$ cat config.mk
export PLATFORM = sky130hd
export DESIGN_NAME = infix_expression_evaluator
export DESIGN_NICKNAME = d
export VERILOG_FILES = /design/src/rtl/core/iee_pkg.sv /design/src/rtl/core/infix_expression_evaluator.sv /design/src/rtl/core/iee_front.sv /design/src/rtl/core/iee_fifo.sv /design/src/rtl/core/iee_div.sv /design/src/rtl/core/iee_back.sv
export SDC_FILE = /design/constraint.sdc
export NUM_CORES = 2
export LEC_CHECK = 0
export BUFFER_PORTS_ARGS = -buffer_cell sky130_fd_sc_hd__buf_4
export CORE_MARGIN = 2
export CORE_UTILIZATION = 35
export CTS_CLUSTER_DIAMETER = 30
export DETAILED_ROUTE_END_ITERATION = 12
export PLACE_DENSITY = 0.59
export SYNTH_ARGS = -nofsm -noshare
export SYNTH_HDL_FRONTEND = slang
export SYNTH_SLANG_ARGS = --single-unit
$ cat constraint.sdc
create_clock -name clk_i -period 15.83 [get_ports clk_i]
set_clock_uncertainty 0.2 [all_clocks]
set_input_delay 1.583 -clock clk_i [delete_from_list [all_inputs] [get_ports clk_i]]
set_output_delay 1.583 -clock clk_i [all_outputs]
set_load 0.02 [all_outputs]
$ cat src/rtl/core/iee_pkg.sv
package iee_pkg;

  localparam int unsigned VAL_W       = 48;
  localparam int unsigned MANT_W      = 47;
  localparam int unsigned STAT_W      = 2;
  localparam int unsigned CHAR_W      = 8;
  localparam int unsigned OUT_TDATA_W = ((VAL_W + STAT_W + 7) / 8) * 8;
  localparam int unsigned MUL_CHUNK   = 16;
  localparam int unsigned DEPTH_W     = 16;

  localparam logic [MANT_W-1:0]        MANT_CAP = '1;
  localparam logic signed [VAL_W-1:0]  QMAX = {1'b0, {(VAL_W-1){1'b1}}};
  localparam logic signed [VAL_W-1:0]  QMIN = {1'b1, {(VAL_W-1){1'b0}}};
  localparam logic [DEPTH_W-1:0]       DEPTH_MAX = '1;
  localparam logic [2:0]               FD_MAX = 3'd7;

  localparam logic [CHAR_W-1:0] CH_PLUS  = 8'h2B;
  localparam logic [CHAR_W-1:0] CH_MINUS = 8'h2D;
  localparam logic [CHAR_W-1:0] CH_MUL   = 8'h2A;
  localparam logic [CHAR_W-1:0] CH_DIV   = 8'h2F;
  localparam logic [CHAR_W-1:0] CH_LP    = 8'h28;
  localparam logic [CHAR_W-1:0] CH_RP    = 8'h29;
  localparam logic [CHAR_W-1:0] CH_POINT = 8'h2E;
  localparam logic [CHAR_W-1:0] CH_ZERO  = 8'h30;
  localparam logic [CHAR_W-1:0] CH_NINE  = 8'h39;

  // error flag bit positions
  localparam int unsigned ERR_UNB = 0;
  localparam int unsigned ERR_OVF = 1;
  localparam int unsigned ERR_DIV = 2;

  typedef enum logic [2:0] {K_DIGIT, K_POINT, K_OP, K_LP, K_RP, K_OTHER} kind_e;
  typedef enum logic [2:0] {OP_ADD, OP_SUB, OP_MUL, OP_DIV, OP_LP} op_e;
  typedef enum logic [1:0] {ST_OK, ST_UNBAL, ST_OVF, ST_DIVZ} status_e;
  typedef enum logic [1:0] {L_OP, L_RP, L_FIN} loop_e;
  typedef enum logic [3:0] {
    S_IDLE, S_ENDNUM, S_NDIV, S_ACT, S_LOOP, S_POST,
    S_RED_B, S_RED_A, S_EXEC, S_MUL, S_DDIV, S_OUT
  } state_e;

  typedef struct packed {
    kind_e      kind;
    logic [3:0] digit;
    op_e        op;
    logic       last;
  } cmd_t;

  function automatic logic [23:0] pow10(input logic [2:0] n);
    logic [23:0] r;
    unique case (n)
      3'd0: r = 24'd1;
      3'd1: r = 24'd10;
      3'd2: r = 24'd100;
      3'd3: r = 24'd1000;
      3'd4: r = 24'd10000;
      3'd5: r = 24'd100000;
      3'd6: r = 24'd1000000;
      default: r = 24'd10000000;
    endcase
    return r;
  endfunction

  // hi: magnitude has bits above VAL_W
  function automatic logic signed [VAL_W-1:0] from_mag(input logic neg, input logic hi,
                                                       input logic [VAL_W-1:0] m);
    logic signed [VAL_W-1:0] r;
    if (neg) begin
      if (hi || (m > {1'b1, {(VAL_W-1){1'b0}}})) r = QMIN;
      else r = $signed(VAL_W'(-m));
    end else begin
      if (hi || m[VAL_W-1]) r = QMAX;
      else r = $signed(m);
    end
    return r;
  endfunction

  function automatic logic reduces_before(input op_e top, input op_e inc);
    logic r;
    priority if (top == OP_MUL || top == OP_DIV) r = 1'b1;
    else if (top == OP_ADD || top == OP_SUB) r = (inc == OP_ADD) || (inc == OP_SUB);
    else r = 1'b0;
    return r;
  endfunction

  function automatic cmd_t classify(input logic [CHAR_W-1:0] c, input logic last);
    cmd_t r;
    r.kind  = K_OTHER;
    r.digit = 4'(c - CH_ZERO);
    r.op    = OP_LP;
    r.last  = last;
    priority if (c >= CH_ZERO && c <= CH_NINE) r.kind = K_DIGIT;
    else if (c == CH_POINT) r.kind = K_POINT;
    else if (c == CH_PLUS) begin r.kind = K_OP; r.op = OP_ADD; end
    else if (c == CH_MINUS) begin r.kind = K_OP; r.op = OP_SUB; end
    else if (c == CH_MUL) begin r.kind = K_OP; r.op = OP_MUL; end
    else if (c == CH_DIV) begin r.kind = K_OP; r.op = OP_DIV; end
    else if (c == CH_LP) r.kind = K_LP;
    else if (c == CH_RP) r.kind = K_RP;
    else r.kind = K_OTHER;
    return r;
  endfunction

endpackage

$ cat src/rtl/core/infix_expression_evaluator.sv
// Channel   Direction  tdata                          tuser/tlast
// s_axis    in         [7:0] char_code                tlast = last_char
// m_axis    out        [47:0] value, [49:48] status   -
//
// A digit or '.' is handled in the engine's idle state; other characters
// go through further states. Ending a number runs the shared divider.
// Each reduction passes through RED_B, RED_A and EXEC; '*' adds the MUL
// state, '/' the same divider. Stacks have separate read and write ports.
// A two-entry queue separates the input stage from the engine, and the
// result register lets the next expression start while a result waits.
module infix_expression_evaluator import iee_pkg::*; #(
  parameter int unsigned STACK_DEPTH = 16,
  parameter int unsigned FRAC_BITS   = 16
) (
  input  logic                   clk_i,
  input  logic                   rst_ni,
  input  logic                   s_axis_tvalid_i,
  output logic                   s_axis_tready_o,
  input  logic [CHAR_W-1:0]      s_axis_tdata_i,   // [7:0] char_code
  input  logic                   s_axis_tlast_i,
  output logic                   m_axis_tvalid_o,
  input  logic                   m_axis_tready_i,
  output logic [OUT_TDATA_W-1:0] m_axis_tdata_o    // [47:0] value, [49:48] status
);

  logic                    front_vld, fifo_rdy, cmd_vld, cmd_rdy;
  cmd_t                    front_cmd, cmd;
  logic signed [VAL_W-1:0] value;
  status_e                 status;

  iee_front u_front (
    .clk_i       (clk_i),
    .rst_ni      (rst_ni),
    .in_valid_i  (s_axis_tvalid_i),
    .in_ready_o  (s_axis_tready_o),
    .char_i      (s_axis_tdata_i),
    .last_i      (s_axis_tlast_i),
    .cmd_valid_o (front_vld),
    .cmd_ready_i (fifo_rdy),
    .cmd_o       (front_cmd)
  );

  iee_fifo #(.DEPTH(2)) u_fifo (
    .clk_i      (clk_i),
    .rst_ni     (rst_ni),
    .wr_valid_i (front_vld),
    .wr_ready_o (fifo_rdy),
    .wr_cmd_i   (front_cmd),
    .rd_valid_o (cmd_vld),
    .rd_ready_i (cmd_rdy),
    .rd_cmd_o   (cmd)
  );

  iee_back #(.STACK_DEPTH(STACK_DEPTH), .FRAC_BITS(FRAC_BITS)) u_back (
    .clk_i       (clk_i),
    .rst_ni      (rst_ni),
    .cmd_valid_i (cmd_vld),
    .cmd_ready_o (cmd_rdy),
    .cmd_i       (cmd),
    .out_valid_o (m_axis_tvalid_o),
    .out_ready_i (m_axis_tready_i),
    .value_o     (value),
    .status_o    (status)
  );

  assign m_axis_tdata_o = OUT_TDATA_W'({status, value});

  a_err_zero_value: assert property (@(posedge clk_i) disable iff (!rst_ni)
    m_axis_tvalid_o && (m_axis_tdata_o[VAL_W+STAT_W-1:VAL_W] != ST_OK)
      |-> m_axis_tdata_o[VAL_W-1:0] == '0)
    else $error("error status with non-zero value");

  a_front_holds: assert property (@(posedge clk_i) disable iff (!rst_ni)
    front_vld && !fifo_rdy |=> front_vld && $stable(front_cmd))
    else $error("front item lost while queue full");

endmodule

$ cat src/rtl/core/iee_front.sv
module iee_front import iee_pkg::*; (
  input  logic              clk_i,
  input  logic              rst_ni,
  input  logic              in_valid_i,
  output logic              in_ready_o,
  input  logic [CHAR_W-1:0] char_i,
  input  logic              last_i,
  output logic              cmd_valid_o,
  input  logic              cmd_ready_i,
  output cmd_t              cmd_o
);

  logic vld_q;
  cmd_t cmd_q;

  assign in_ready_o  = !vld_q || cmd_ready_i;
  assign cmd_valid_o = vld_q;
  assign cmd_o       = cmd_q;

  always_ff @(posedge clk_i or negedge rst_ni) begin
    if (!rst_ni) begin
      vld_q <= 1'b0;
    end else if (in_ready_o) begin
      vld_q <= in_valid_i;
    end
  end

  always_ff @(posedge clk_i) begin
    if (in_valid_i && in_ready_o) begin
      cmd_q <= classify(char_i, last_i);
    end
  end

endmodule

$ cat src/rtl/core/iee_fifo.sv
module iee_fifo import iee_pkg::*; #(
  parameter int unsigned DEPTH = 2
) (
  input  logic clk_i,
  input  logic rst_ni,
  input  logic wr_valid_i,
  output logic wr_ready_o,
  input  cmd_t wr_cmd_i,
  output logic rd_valid_o,
  input  logic rd_ready_i,
  output cmd_t rd_cmd_o
);

  localparam int unsigned PW = (DEPTH > 1) ? $clog2(DEPTH) : 1;
  localparam int unsigned NW = $clog2(DEPTH + 1);

  cmd_t          mem_q [DEPTH];
  logic [PW-1:0] wr_ptr_q, rd_ptr_q;
  logic [NW-1:0] cnt_q;
  logic          push, pop;

  assign wr_ready_o = cnt_q != NW'(DEPTH);
  assign rd_valid_o = cnt_q != '0;
  assign rd_cmd_o   = mem_q[rd_ptr_q];
  assign push       = wr_valid_i && wr_ready_o;
  assign pop        = rd_valid_o && rd_ready_i;

  always_ff @(posedge clk_i or negedge rst_ni) begin
    if (!rst_ni) begin
      wr_ptr_q <= '0;
      rd_ptr_q <= '0;
      cnt_q    <= '0;
    end else begin
      if (push) wr_ptr_q <= (wr_ptr_q == PW'(DEPTH - 1)) ? '0 : wr_ptr_q + PW'(1);
      if (pop)  rd_ptr_q <= (rd_ptr_q == PW'(DEPTH - 1)) ? '0 : rd_ptr_q + PW'(1);
      if (push && !pop) cnt_q <= cnt_q + NW'(1);
      else if (pop && !push) cnt_q <= cnt_q - NW'(1);
    end
  end

  always_ff @(posedge clk_i) begin
    if (push) mem_q[wr_ptr_q] <= wr_cmd_i;
  end

endmodule

$ cat src/rtl/core/iee_div.sv
module iee_div #(
  parameter int unsigned DW = 64,
  parameter int unsigned VW = 48
) (
  input  logic          clk_i,
  input  logic          rst_ni,
  input  logic          start_i,
  input  logic [DW-1:0] dividend_i,
  input  logic [VW-1:0] divisor_i,
  output logic          done_o,
  output logic [DW-1:0] quot_o
);

  localparam int unsigned CNTW = $clog2(DW + 1);

  logic [DW-1:0]   quo_q;
  logic [VW-1:0]   rem_q, div_q;
  logic [CNTW-1:0] cnt_q;
  logic            run_q, done_q;
  logic [VW:0]     rem_sh;
  logic            ge;
  logic [VW:0]     rem_n;

  assign rem_sh = {rem_q, quo_q[DW-1]};
  assign ge     = rem_sh >= {1'b0, div_q};
  assign rem_n  = ge ? rem_sh - {1'b0, div_q} : rem_sh;
  assign done_o = done_q;
  assign quot_o = quo_q;

  always_ff @(posedge clk_i or negedge rst_ni) begin
    if (!rst_ni) begin
      run_q  <= 1'b0;
      done_q <= 1'b0;
      cnt_q  <= '0;
    end else begin
      done_q <= 1'b0;
      if (start_i) begin
        run_q <= 1'b1;
        cnt_q <= CNTW'(DW);
      end else if (run_q) begin
        cnt_q <= cnt_q - CNTW'(1);
        if (cnt_q == CNTW'(1)) begin
          run_q  <= 1'b0;
          done_q <= 1'b1;
        end
      end
    end
  end

  always_ff @(posedge clk_i) begin
    if (start_i) begin
      quo_q <= dividend_i;
      rem_q <= '0;
      div_q <= divisor_i;
    end else if (run_q) begin
      quo_q <= {quo_q[DW-2:0], ge};
      rem_q <= rem_n[VW-1:0];
    end
  end

endmodule

$ cat src/rtl/core/iee_back.sv
module iee_back import iee_pkg::*; #(
  parameter int unsigned STACK_DEPTH = 16,
  parameter int unsigned FRAC_BITS   = 16
) (
  input  logic                    clk_i,
  input  logic                    rst_ni,
  input  logic                    cmd_valid_i,
  output logic                    cmd_ready_o,
  input  cmd_t                    cmd_i,
  output logic                    out_valid_o,
  input  logic                    out_ready_i,
  output logic signed [VAL_W-1:0] value_o,
  output status_e                 status_o
);

  localparam int unsigned AW = (STACK_DEPTH > 1) ? $clog2(STACK_DEPTH) : 1;
  localparam int unsigned CW = $clog2(STACK_DEPTH + 1);
  localparam int unsigned DW = VAL_W + FRAC_BITS;
  localparam int unsigned PW = 2 * VAL_W;
  localparam int unsigned NW = MANT_W + 4;

  // stacks
  logic signed [VAL_W-1:0] vstk [STACK_DEPTH];
  op_e                     ostk [STACK_DEPTH];

  state_e                  state_q, state_d;
  loop_e                   loop_q, loop_d;
  cmd_t                    cmd_q, cmd_d;
  logic [CW-1:0]           vcnt_q, vcnt_d, ocnt_q, ocnt_d;
  logic [DEPTH_W-1:0]      depth_q, depth_d;
  logic [MANT_W-1:0]       acc_q, acc_d;
  logic [2:0]              fd_q, fd_d;
  logic                    in_num_q, in_num_d, after_pt_q, after_pt_d;
  logic                    neg_next_q, neg_next_d, neg_ok_q, neg_ok_d;
  logic [2:0]              err_q, err_d;
  op_e                     op_q, op_d;
  logic signed [VAL_W-1:0] a_q, a_d, b_q, b_d;
  logic [VAL_W-1:0]        ma_q, ma_d, mb_q, mb_d;
  logic                    sgn_q, sgn_d;
  logic [PW-1:0]           prod_q, prod_d;
  logic [1:0]              step_q, step_d;
  logic                    out_vld_q, out_vld_d;
  logic signed [VAL_W-1:0] out_val_q, out_val_d;
  status_e                 out_st_q, out_st_d;
  logic signed [VAL_W-1:0] vtop_q;
  op_e                     otop_q;

  logic                    vpush, opush, vpush_ok, opush_ok;
  logic signed [VAL_W-1:0] vpush_val;
  op_e                     opush_code;
  logic [CW-1:0]           vdec, odec;

  logic                    div_start, div_done;
  logic [DW-1:0]           div_dividend, div_quot;
  logic [VAL_W-1:0]        div_divisor;

  logic [MANT_W-1:0]       acc_b;
  logic [2:0]              fd_b;
  logic [NW-1:0]           acc_n;
  logic [VAL_W-1:0]        mag_a, mag_b;
  logic [VAL_W:0]          sum;
  logic [2*MUL_CHUNK+VAL_W-MUL_CHUNK-1:0] pp;
  logic signed [VAL_W-1:0] nval;
  status_e                 st;

  iee_div #(.DW(DW), .VW(VAL_W)) u_div (
    .clk_i      (clk_i),
    .rst_ni     (rst_ni),
    .start_i    (div_start),
    .dividend_i (div_dividend),
    .divisor_i  (div_divisor),
    .done_o     (div_done),
    .quot_o     (div_quot)
  );

  assign cmd_ready_o = state_q == S_IDLE;
  assign out_valid_o = out_vld_q;
  assign value_o     = out_val_q;
  assign status_o    = out_st_q;

  assign acc_b = in_num_q ? acc_q : '0;
  assign fd_b  = in_num_q ? fd_q : 3'd0;
  assign acc_n = (NW'(acc_b) << 3) + (NW'(acc_b) << 1) + NW'(cmd_i.digit);
  assign mag_a = a_q[VAL_W-1] ? VAL_W'(-a_q) : VAL_W'(a_q);
  assign mag_b = b_q[VAL_W-1] ? VAL_W'(-b_q) : VAL_W'(b_q);
  assign pp    = ma_q * mb_q[MUL_CHUNK-1:0];

  always_comb begin
    nval = from_mag(1'b0, |div_quot[DW-1:VAL_W], div_quot[VAL_W-1:0]);
    if (neg_next_q) nval = -nval;
  end

  always_comb begin
    priority if (err_q[ERR_UNB]) st = ST_UNBAL;
    else if (err_q[ERR_OVF]) st = ST_OVF;
    else if (err_q[ERR_DIV]) st = ST_DIVZ;
    else st = ST_OK;
  end

  always_comb begin
    state_d    = state_q;
    loop_d     = loop_q;
    cmd_d      = cmd_q;
    vcnt_d     = vcnt_q;
    ocnt_d     = ocnt_q;
    depth_d    = depth_q;
    acc_d      = acc_q;
    fd_d       = fd_q;
    in_num_d   = in_num_q;
    after_pt_d = after_pt_q;
    neg_next_d = neg_next_q;
    neg_ok_d   = neg_ok_q;
    err_d      = err_q;
    op_d       = op_q;
    a_d        = a_q;
    b_d        = b_q;
    ma_d       = ma_q;
    mb_d       = mb_q;
    sgn_d      = sgn_q;
    prod_d     = prod_q;
    step_d     = step_q;
    out_vld_d  = out_vld_q && !out_ready_i;
    out_val_d  = out_val_q;
    out_st_d   = out_st_q;
    vpush      = 1'b0;
    vpush_val  = '0;
    opush      = 1'b0;
    opush_code = OP_LP;
    div_start  = 1'b0;
    div_dividend = DW'({acc_q, {FRAC_BITS{1'b0}}});
    div_divisor  = VAL_W'(pow10(fd_q));
    sum = '0;

    unique case (state_q)
      S_IDLE: begin
        if (cmd_valid_i) begin
          cmd_d = cmd_i;
          unique case (cmd_i.kind)
            K_DIGIT: begin
              in_num_d = 1'b1;
              acc_d    = acc_b;
              fd_d     = fd_b;
              if (acc_b != MANT_CAP && !(after_pt_q && fd_b == FD_MAX)) begin
                if (acc_n > NW'(MANT_CAP)) begin
                  acc_d = MANT_CAP;
                  fd_d  = 3'd0;
                end else begin
                  acc_d = acc_n[MANT_W-1:0];
                  if (after_pt_q) fd_d = fd_b + 3'd1;
                end
              end
              neg_ok_d = 1'b0;
              state_d  = cmd_i.last ? S_ENDNUM : S_IDLE;
            end
            K_POINT: begin
              in_num_d   = 1'b1;
              acc_d      = acc_b;
              fd_d       = fd_b;
              after_pt_d = 1'b1;
              neg_ok_d   = 1'b0;
              state_d    = cmd_i.last ? S_ENDNUM : S_IDLE;
            end
            default: state_d = S_ENDNUM;
          endcase
        end
      end
      S_ENDNUM: begin
        if (in_num_q) begin
          div_start = 1'b1;
          state_d   = S_NDIV;
        end else begin
          state_d = S_ACT;
        end
      end
      S_NDIV: begin
        if (div_done) begin
          vpush      = 1'b1;
          vpush_val  = nval;
          in_num_d   = 1'b0;
          after_pt_d = 1'b0;
          acc_d      = '0;
          fd_d       = 3'd0;
          neg_next_d = 1'b0;
          state_d    = S_ACT;
        end
      end
      S_ACT: begin
        state_d = S_POST;
        unique case (cmd_q.kind)
          K_OP: begin
            neg_ok_d = 1'b1;
            if (cmd_q.op == OP_SUB && neg_ok_q) begin
              neg_next_d = 1'b1;
            end else begin
              loop_d  = L_OP;
              state_d = S_LOOP;
            end
          end
          K_LP: begin
            opush      = 1'b1;
            opush_code = OP_LP;
            if (depth_q != DEPTH_MAX) depth_d = depth_q + DEPTH_W'(1);
            neg_ok_d = 1'b1;
          end
          K_RP: begin
            neg_ok_d = 1'b0;
            if (depth_q == '0) begin
              err_d[ERR_UNB] = 1'b1;
            end else begin
              depth_d = depth_q - DEPTH_W'(1);
              loop_d  = L_RP;
              state_d = S_LOOP;
            end
          end
          default: ;
        endcase
      end
      S_LOOP: begin
        unique case (loop_q)
          L_OP: begin
            if (ocnt_q != '0 && reduces_before(otop_q, cmd_q.op)) begin
              state_d = S_RED_B;
            end else begin
              opush      = 1'b1;
              opush_code = cmd_q.op;
              state_d    = S_POST;
            end
          end
          L_RP: begin
            if (ocnt_q != '0 && otop_q != OP_LP) begin
              state_d = S_RED_B;
            end else begin
              if (ocnt_q != '0) ocnt_d = ocnt_q - CW'(1);
              state_d = S_POST;
            end
          end
          default: begin
            if (ocnt_q != '0) begin
              if (otop_q == OP_LP) ocnt_d = ocnt_q - CW'(1);
              else state_d = S_RED_B;
            end else begin
              if (depth_q != '0) err_d[ERR_UNB] = 1'b1;
              state_d = S_OUT;
            end
          end
        endcase
      end
      S_POST: begin
        if (cmd_q.last) begin
          loop_d  = L_FIN;
          state_d = S_LOOP;
        end else begin
          state_d = S_IDLE;
        end
      end
      S_RED_B: begin
        op_d   = otop_q;
        ocnt_d = ocnt_q - CW'(1);
        b_d    = (vcnt_q != '0) ? vtop_q : '0;
        if (vcnt_q != '0) vcnt_d = vcnt_q - CW'(1);
        state_d = S_RED_A;
      end
      S_RED_A: begin
        a_d = (vcnt_q != '0) ? vtop_q : '0;
        if (vcnt_q != '0) vcnt_d = vcnt_q - CW'(1);
        state_d = S_EXEC;
      end
      S_EXEC: begin
        state_d = S_LOOP;
        unique case (op_q)
          OP_ADD, OP_SUB: begin
            if (op_q == OP_ADD) sum = {a_q[VAL_W-1], a_q} + {b_q[VAL_W-1], b_q};
            else sum = {a_q[VAL_W-1], a_q} - {b_q[VAL_W-1], b_q};
            vpush = 1'b1;
            if (sum[VAL_W] != sum[VAL_W-1]) vpush_val = sum[VAL_W] ? QMIN : QMAX;
            else vpush_val = $signed(sum[VAL_W-1:0]);
          end
          OP_MUL: begin
            ma_d    = mag_a;
            mb_d    = mag_b;
            sgn_d   = a_q[VAL_W-1] ^ b_q[VAL_W-1];
            prod_d  = '0;
            step_d  = 2'd0;
            state_d = S_MUL;
          end
          OP_DIV: begin
            if (b_q == '0) begin
              err_d[ERR_DIV] = 1'b1;
              vpush     = 1'b1;
              vpush_val = '0;
            end else begin
              sgn_d        = a_q[VAL_W-1] ^ b_q[VAL_W-1];
              div_start    = 1'b1;
              div_dividend = {mag_a, {FRAC_BITS{1'b0}}};
              div_divisor  = mag_b;
              state_d      = S_DDIV;
            end
          end
          default: begin
            vpush     = 1'b1;
            vpush_val = '0;
          end
        endcase
      end
      S_MUL: begin
        if (step_q == 2'd3) begin
          vpush     = 1'b1;
          vpush_val = from_mag(sgn_q, (prod_q >> (VAL_W + FRAC_BITS)) != '0,
                               prod_q[FRAC_BITS +: VAL_W]);
          state_d   = S_LOOP;
        end else begin
          prod_d = prod_q + (PW'(pp) << {step_q, 4'b0000});
          mb_d   = mb_q >> MUL_CHUNK;
          step_d = step_q + 2'd1;
        end
      end
      S_DDIV: begin
        if (div_done) begin
          vpush     = 1'b1;
          vpush_val = from_mag(sgn_q, |div_quot[DW-1:VAL_W], div_quot[VAL_W-1:0]);
          state_d   = S_LOOP;
        end
      end
      S_OUT: begin
        if (!out_vld_q || out_ready_i) begin
          out_vld_d  = 1'b1;
          out_st_d   = st;
          out_val_d  = (st != ST_OK || vcnt_q == '0) ? '0 : vtop_q;
          vcnt_d     = '0;
          ocnt_d     = '0;
          depth_d    = '0;
          acc_d      = '0;
          fd_d       = 3'd0;
          in_num_d   = 1'b0;
          after_pt_d = 1'b0;
          neg_next_d = 1'b0;
          neg_ok_d   = 1'b1;
          err_d      = '0;
          state_d    = S_IDLE;
        end
      end
      default: state_d = S_IDLE;
    endcase

    vpush_ok = vpush && (vcnt_q < CW'(STACK_DEPTH));
    opush_ok = opush && (ocnt_q < CW'(STACK_DEPTH));
    if (vpush) begin
      if (vpush_ok) vcnt_d = vcnt_q + CW'(1);
      else err_d[ERR_OVF] = 1'b1;
    end
    if (opush) begin
      if (opush_ok) ocnt_d = ocnt_q + CW'(1);
      else err_d[ERR_OVF] = 1'b1;
    end
    vdec = vcnt_d - CW'(1);
    odec = ocnt_d - CW'(1);
  end

  always_ff @(posedge clk_i or negedge rst_ni) begin
    if (!rst_ni) begin
      state_q    <= S_IDLE;
      loop_q     <= L_OP;
      vcnt_q     <= '0;
      ocnt_q     <= '0;
      depth_q    <= '0;
      acc_q      <= '0;
      fd_q       <= 3'd0;
      in_num_q   <= 1'b0;
      after_pt_q <= 1'b0;
      neg_next_q <= 1'b0;
      neg_ok_q   <= 1'b1;
      err_q      <= '0;
      step_q     <= 2'd0;
      out_vld_q  <= 1'b0;
    end else begin
      state_q    <= state_d;
      loop_q     <= loop_d;
      vcnt_q     <= vcnt_d;
      ocnt_q     <= ocnt_d;
      depth_q    <= depth_d;
      acc_q      <= acc_d;
      fd_q       <= fd_d;
      in_num_q   <= in_num_d;
      after_pt_q <= after_pt_d;
      neg_next_q <= neg_next_d;
      neg_ok_q   <= neg_ok_d;
      err_q      <= err_d;
      step_q     <= step_d;
      out_vld_q  <= out_vld_d;
    end
  end

  always_ff @(posedge clk_i) begin
    cmd_q     <= cmd_d;
    op_q      <= op_d;
    a_q       <= a_d;
    b_q       <= b_d;
    ma_q      <= ma_d;
    mb_q      <= mb_d;
    sgn_q     <= sgn_d;
    prod_q    <= prod_d;
    out_val_q <= out_val_d;
    out_st_q  <= out_st_d;
  end

  // stack tops follow the next count, push data bypassed
  always_ff @(posedge clk_i) begin
    if (vpush_ok) vstk[vcnt_q[AW-1:0]] <= vpush_val;
    vtop_q <= vpush_ok ? vpush_val : vstk[vdec[AW-1:0]];
  end

  always_ff @(posedge clk_i) begin
    if (opush_ok) ostk[ocnt_q[AW-1:0]] <= opush_code;
    otop_q <= opush_ok ? opush_code : ostk[odec[AW-1:0]];
  end

endmodule
**Yosys cells after proc, flatten, opt, wreduce, memory -nomap -nowiden**

Memory sizes are Yosys's and may differ from the RTL's. A register that Yosys moved wholly into a read port is not among the register bits.
Index checks and enable logic that the tools add are counted.
W data, S select, Z words.

- Register bits after elaboration: 626
- Bits in writable memories: 838
- Input port bits: 13
- Output and inout bits: 58
- Logic and storage cells: 434
- Memories kept: 3

- Add/subtract/negate cells: 27
- Multiply operators: 1
- $lt $le $gt $ge: 8
- Eq/ne operators: 73
- Shift-type cells: 1
- Muxes and demuxes: 187
- Bitwise gates (word level): 3
- Reduce and logical (&&, ||, !) cells: 84

Memories:

| memory | depth | bits a word | rd ports | clocked after Yosys merged registers in | write ports | RTL line | source |
|---|---|---|---|---|---|---|---|
| u_back.vstk | 16 | 48 | 1 | 1 | 1 | iee_back.sv:23 | `logic signed [VAL_W-1:0] vstk [STACK_DEPTH];` |
| u_back.ostk | 16 | 3 | 1 | 1 | 1 | iee_back.sv:24 | `op_e ostk [STACK_DEPTH];` |
| u_fifo.mem_q | 2 | 11 | 1 | 0 | 1 | iee_fifo.sv:17 | `cmd_t mem_q [DEPTH];` |

Operator list:

| operator | number |
|---|---|
| $mux W48 | 19 |
| $mux W64 | 5 |
| $mux W47 | 6 |
| $neg A48 Y48 | 5 |
| $mux W96 | 2 |
| $pmux W48 S4 | 1 |
| $pmux W96 S2 | 1 |
| $pmux W24 S7 | 1 |
| $mux W49 | 3 |
| $pmux W47 S3 | 1 |
| $add A96 B96 Y96 | 1 |
| $gt A48 B48 Y1 const B | 2 |
| $pmux W48 S2 | 1 |
| $reduce_bool A96 Y1 | 1 |
| $shl A64 B6 Y96 | 1 |
| $pmux W47 S2 | 1 |
| $mux W24 | 3 |
| $mul A48 B16 Y64 | 1 |
| $pmux W16 S2 | 2 |
| $mux W1 | 59 |
| $eq A8 B6 Y1 const B | 7 |
| $mux W5 | 11 |
| $add A50 B48 Y51 | 1 |
| $add A51 B4 Y51 | 1 |
| other kinds (77) | 248 |

**Longest topological paths before layout**

- Depth in word-level cells: 14
- Mapped depth: 40
- Depth with buffers taken out: 37

**Cells and area by module**

From an unflattened synthesis, not the netlist that was laid out.

- Cells, all modules: 10153
- Area total of the unflattened synthesis: 106462.1 µm²

Modules (own cells, without submodules):

| module | instances | cells each | area each (µm²) | sequential area each (µm²) |
|---|---|---|---|---|
| iee_back | 1 | 9119 | 95278.9 | 37447.2 |
| iee_div | 1 | 939 | 9606.7 | 4549.4 |
| iee_fifo | 1 | 52 | 1003.5 | 760.7 |
| iee_front | 1 | 36 | 524.3 | 355.3 |
| infix_expression_evaluator | 1 | 7 | 48.8 | 0.0 |

**Worst setup path before layout**

Ideal clock, no wire load.

- Kind: reg2reg
- Start: reg u_back.state_q[1]
- End: reg u_back.step_q[0]
- Setup time: 0.581 ns
- Arrival time: 11.594 ns
- Data required time: 15.049 ns
- Setup slack: 3.455 ns
- Cell stages (with the launch flop): 8
- Buffers on the path: 3
- Period minus slack after synthesis: 12.375 ns
- Cell sequence: dfrtp_1 clkbuf_1 nor2b_1 clkbuf_1 nand2_1 clkbuf_1 o21ai_0 o21ai_0

- Cells in the longest elaborated chain, start to end: 3
- Elaborated cells on any way between the ends: 7
- Classes of those cells: eq/ne (4); mux (1); reduce/logical (2)

Ends and longest elaborated chain:

| element | RTL line | source |
|---|---|---|
| start: declaration | iee_back.sv:26 | `state_e state_q, state_d;` |
| start signal: assignment | iee_back.sv:376 | `state_q <= state_d;` |
| $eq A4 B4 Y1 | iee_back.sv:134 | `unique case (state_q)` |
| $ne A2 B2 Y1 (no line) or $reduce_bool A2 Y1 (tied branches) | -- |  |
| $reduce_and A3 Y1 (no line) | -- |  |
| end signal: assignment | iee_back.sv:388 | `step_q <= step_d;` |
| end: declaration | iee_back.sv:41 | `logic [1:0] step_q, step_d;` |

Several ways; a longest one is shown, not always the timed one.
A chain may end at the register's enable or synchronous reset.

**Worst setup path in the final report**

- Start: reg u_back.mb_q[4]
- End: reg u_back.prod_q[89], data pin

- Cells in the longest elaborated chain, start to end: 5

Ends and longest elaborated chain:

| element | RTL line | source |
|---|---|---|
| start: declaration | iee_back.sv:38 | `logic [VAL_W-1:0] ma_q, ma_d, mb_q, mb_d;` |
| start signal: assignment | iee_back.sv:399 | `mb_q <= mb_d;` |
| $mul A48 B16 Y64 | iee_back.sv:86 | `assign pp = ma_q * mb_q[MUL_CHUNK-1:0];` |
| $shl A64 B6 Y96 | iee_back.sv:312 | `prod_d = prod_q + (PW'(pp) << {step_q, 4'b0000});` |
| $add A96 B96 Y96 | iee_back.sv:312 |  |
| $mux W96 | iee_back.sv:306 | `if (step_q == 2'd3) begin` |
| $pmux W96 S2 | iee_back.sv:134 |  |
| end signal: assignment | iee_back.sv:401 | `prod_q <= prod_d;` |
| end: declaration | iee_back.sv:40 | `logic [PW-1:0] prod_q, prod_d;` |

Every way passes these cells. The select of a mux whose other input is x is not followed.

==> summary.md <==
| Metric | Value |
|---|---|
| Status | `complete, no violations` |
| Syn_area_per_cell | `10.5 um^2` |
| Slowest library cell on the worst path | `edfxtp_1` |
| Clock Latency Late Sink | `950 ps` |
| Max_slew headroom | `6.13%` |
| Placer Congestion | `0.975` |
| Fin area | `0.122 mm^2` |
| Max cap viols | `0` |
| Reg2reg start | `u_back.mb_q[4]` |
| Cts hold-fix bufs | `0` |
| Clock-pin slew of the registers on the worst-case setup and hold paths | `50 ps` |
| First-pass GRT wire length | `around 530 mm` |
| Core Rows | `201` |
| Worst Hold Class | `in -> async` |
| Max reg flops | `around 770` |
| Distinct cells, synth | `93` |
| Fin nets | `between 10000 and 15000` |
| Placed wire-length estimate | `258 mm` |
| Layout cells sized above 1 | `between 10 and 15%` |
| Placed Area | `0.111 mm^2` |
| #FFs+latches synth | `1472` |
| Sequential share of the synthesized area | `40.7%` |
| Slew Limit Fails | `0` |
| Leakage power | `about 47 nW` |
| Power Dens Cells | `between 90 and 100 mW/mm^2` |
| Initial antenna violation count | `30` |
| RSZ-0062 raised after global routing | `no` |
| Final ANT Viol Nets | `0` |
| Area growth from synthesis to layout | `15.4%` |
| Die width | `554 um` |
| Htree depth | `5` |
| Post-synth EDFFs | `1310` |
| PortBufs | `64` |
| Final Critical Period | `11850 ps` |
| I/O pin total | `~70` |
| Period utilization | `between 70% and 80%` |
| Core area | `0.300 mm^2` |
| GRT Residual Overflow | `0` |
| Die boundary height | `554 um` |
| Final wirelength | `355 mm` |
| Worst setup startpoint | `u_back.mb_q[4]` |
| Total CTS buffers | `337` |
| CTS sink count | `1472` |
| Vias per cell | `5.67` |
| CTS max path bufs | `4` |
| FFs w/ async S/R, synth | `7.20%` |
| Most used cell, CP | `fa_1` |
| Main synth FF type | `edfxtp_1` |
| Starting density of the core | `35.2%` |
| CP Launch Type | `flip-flop` |
| Setup crit end kind | `flip-flop` |
| Largest net degree at the start of global routing | `146` |
| Crit Path Class | `reg -> reg` |
| WP data arrival | `between 10000 and 15000 ps` |
| Post-CTS setup buffer count | `0` |
| Data required time of the critical path | `16260 ps` |
| Max incr delay on CP | `1050 ps` |
| Final core occ | `roughly 41%` |
| Vias in the first global route | `81600` |
| Pre-antenna DRT Iters | `6` |
| Worst Path Max Fanout | `31` |
| DIE AREA | `0.307 mm^2` |
| Clock tree from TritonCTS | `done` |
| Post-route setup TNS | `0 ps` |
| Yosys warns | `0` |
| Peak VDD IR | `0.000124 V` |
| Syn Inst Count | `10100` |
| Detailed Route Iter0 Violations | `8016` |
| Post-Syn Area | `0.106 mm^2` |
| Final setup fails | `0` |
| Routed wire per std cell | `between 20 and 25 um` |
| Clock root cell | `clkbuf_16` |
| DRC viols | `0` |
| Fmax | `84.4 MHz` |
| Final hold vios | `0` |
| Tot GR Track Use | `22.9%` |
| Vias | `81000` |
| Tightest Pin Transition | `1410 ps` |
| Post-CTS sizing | `0` |
==> metrics by stage <==
stage | total power, mW | hold slack, ps | cells | setup WS [ps]
after CTS | 11.4 | 159 | 14300 | 3990
after floorplan | 4.35 | 221 | 10100 | 3460
after detailed placement | 4.38 | 236 | 13700 | 4070
final | 11.3 | 227 | 14300 | 3980
after global routing | 11.6 | 172 | 14300 | 3350
after global placement | 4.38 | 240 | 13700 | 4180
==> cells in the mapped netlist, drive strengths merged (209+ instances only) <==
master  number  area share [%]
a21oi      570             2.7
nor2       697             2.5
nand2     1166             4.1
xnor2      269             2.2
o21ai      426             2.0
edfxtp    1310              37
inv        910             3.2
ha         456             5.4
and2       334             2.0
mux4       209             4.4
clkbuf     528             1.9
fa         648              12
==> layout by cell type, fill, tap and decap left out, drive strengths merged, types with 82 or more instances in the layout <==
master	n
edfxtp	1310
nand2	1166
inv	944
nor2	697
fa	648
a21oi	570
ha	456
o21ai	426
clkbuf	381
and2	334
xnor2	269
buf	243
mux4	209
a21o	188
xor2	187
a211oi	148
nand3	129
nor3	129
mux2i	111
clkinv	109
dfrtp	105
nor2b	104
nand4	99
o31ai	95
a31oi	82
==> final timing paths <==
path	endpoint	slack (ps)	depth (start not counted)
setup / recovery	u_back.prod_q[89]	3980	35
hold / removal	u_front.cmd_valid_o	230	1
setup reg to reg	u_back.prod_q[89]	3980	35
hold reg to reg	u_fifo.mem_q[0][2]	250	0
max in group asynchronous	u_back.out_valid_o	13460	3
min in group clk_i	u_fifo.mem_q[0][2]	250	0
==> metal layers <==
metal  up-vias  global-route usage (%)  part of all wire [%]
met5         -                       0                 0.026
met4        14                    8.84                   4.1
met3       664                    3.85                   7.3
met2      3312                    36.7                    46
met1     41100                    30.8                    42
li1      35900                       -                     -
==> critical path, delay by kind of cell (launching register included) <==
| family | cells | cell delay (ps) |
|---|---|---|
| compound gates | 14 | 4030 |
| xor+xnor | 1 | 180 |
| fa+ha+maj | 8 | 3750 |
| buf+inv | 5 | 780 |
| flops | 1 | 1050 |
| mux | 1 | 510 |
| simple gates | 6 | 1050 |
==> area by class of cell <==
class	count	area, um^2
antenna	6	15.0
clock buffer	381	8790
clock inverter	222	2650
fill	28700	178000
inverter	911	3420
multi-input combinational	7094	57300
sequential	1472	43100
tap	3958	4950
timing repair buffer	243	1850
==> power by group <==
| part | internal [mW] | switching, mW | total [mW] |
|---|---|---|---|
| Clock | 4.79 | 2.22 | 7.01 |
| Sequential | 4.21 | 0.0112 | 4.22 |
| Combinational | 0.0280 | 0.0573 | 0.0853 |
==> cell families (layout without fill, tap and decap cells) <==
| kind of cell | Yosys count | in the layout | synth area share [%] |
|---|---|---|---|
| compound gates | 2124 | 2124 | 13.1 |
| xor+xnor | 456 | 456 | 3.77 |
| fa+ha+maj | 1104 | 1104 | 17.7 |
| buf+inv | 1499 | 1757 | 5.35 |
| flops | 1472 | 1472 | 40.7 |
| mux | 342 | 342 | 5.73 |
| other cells | 1 | 12 | 0.00354 |
| simple gates | 3062 | 3062 | 13.6 |
Power figures use the tool's default switching activity.
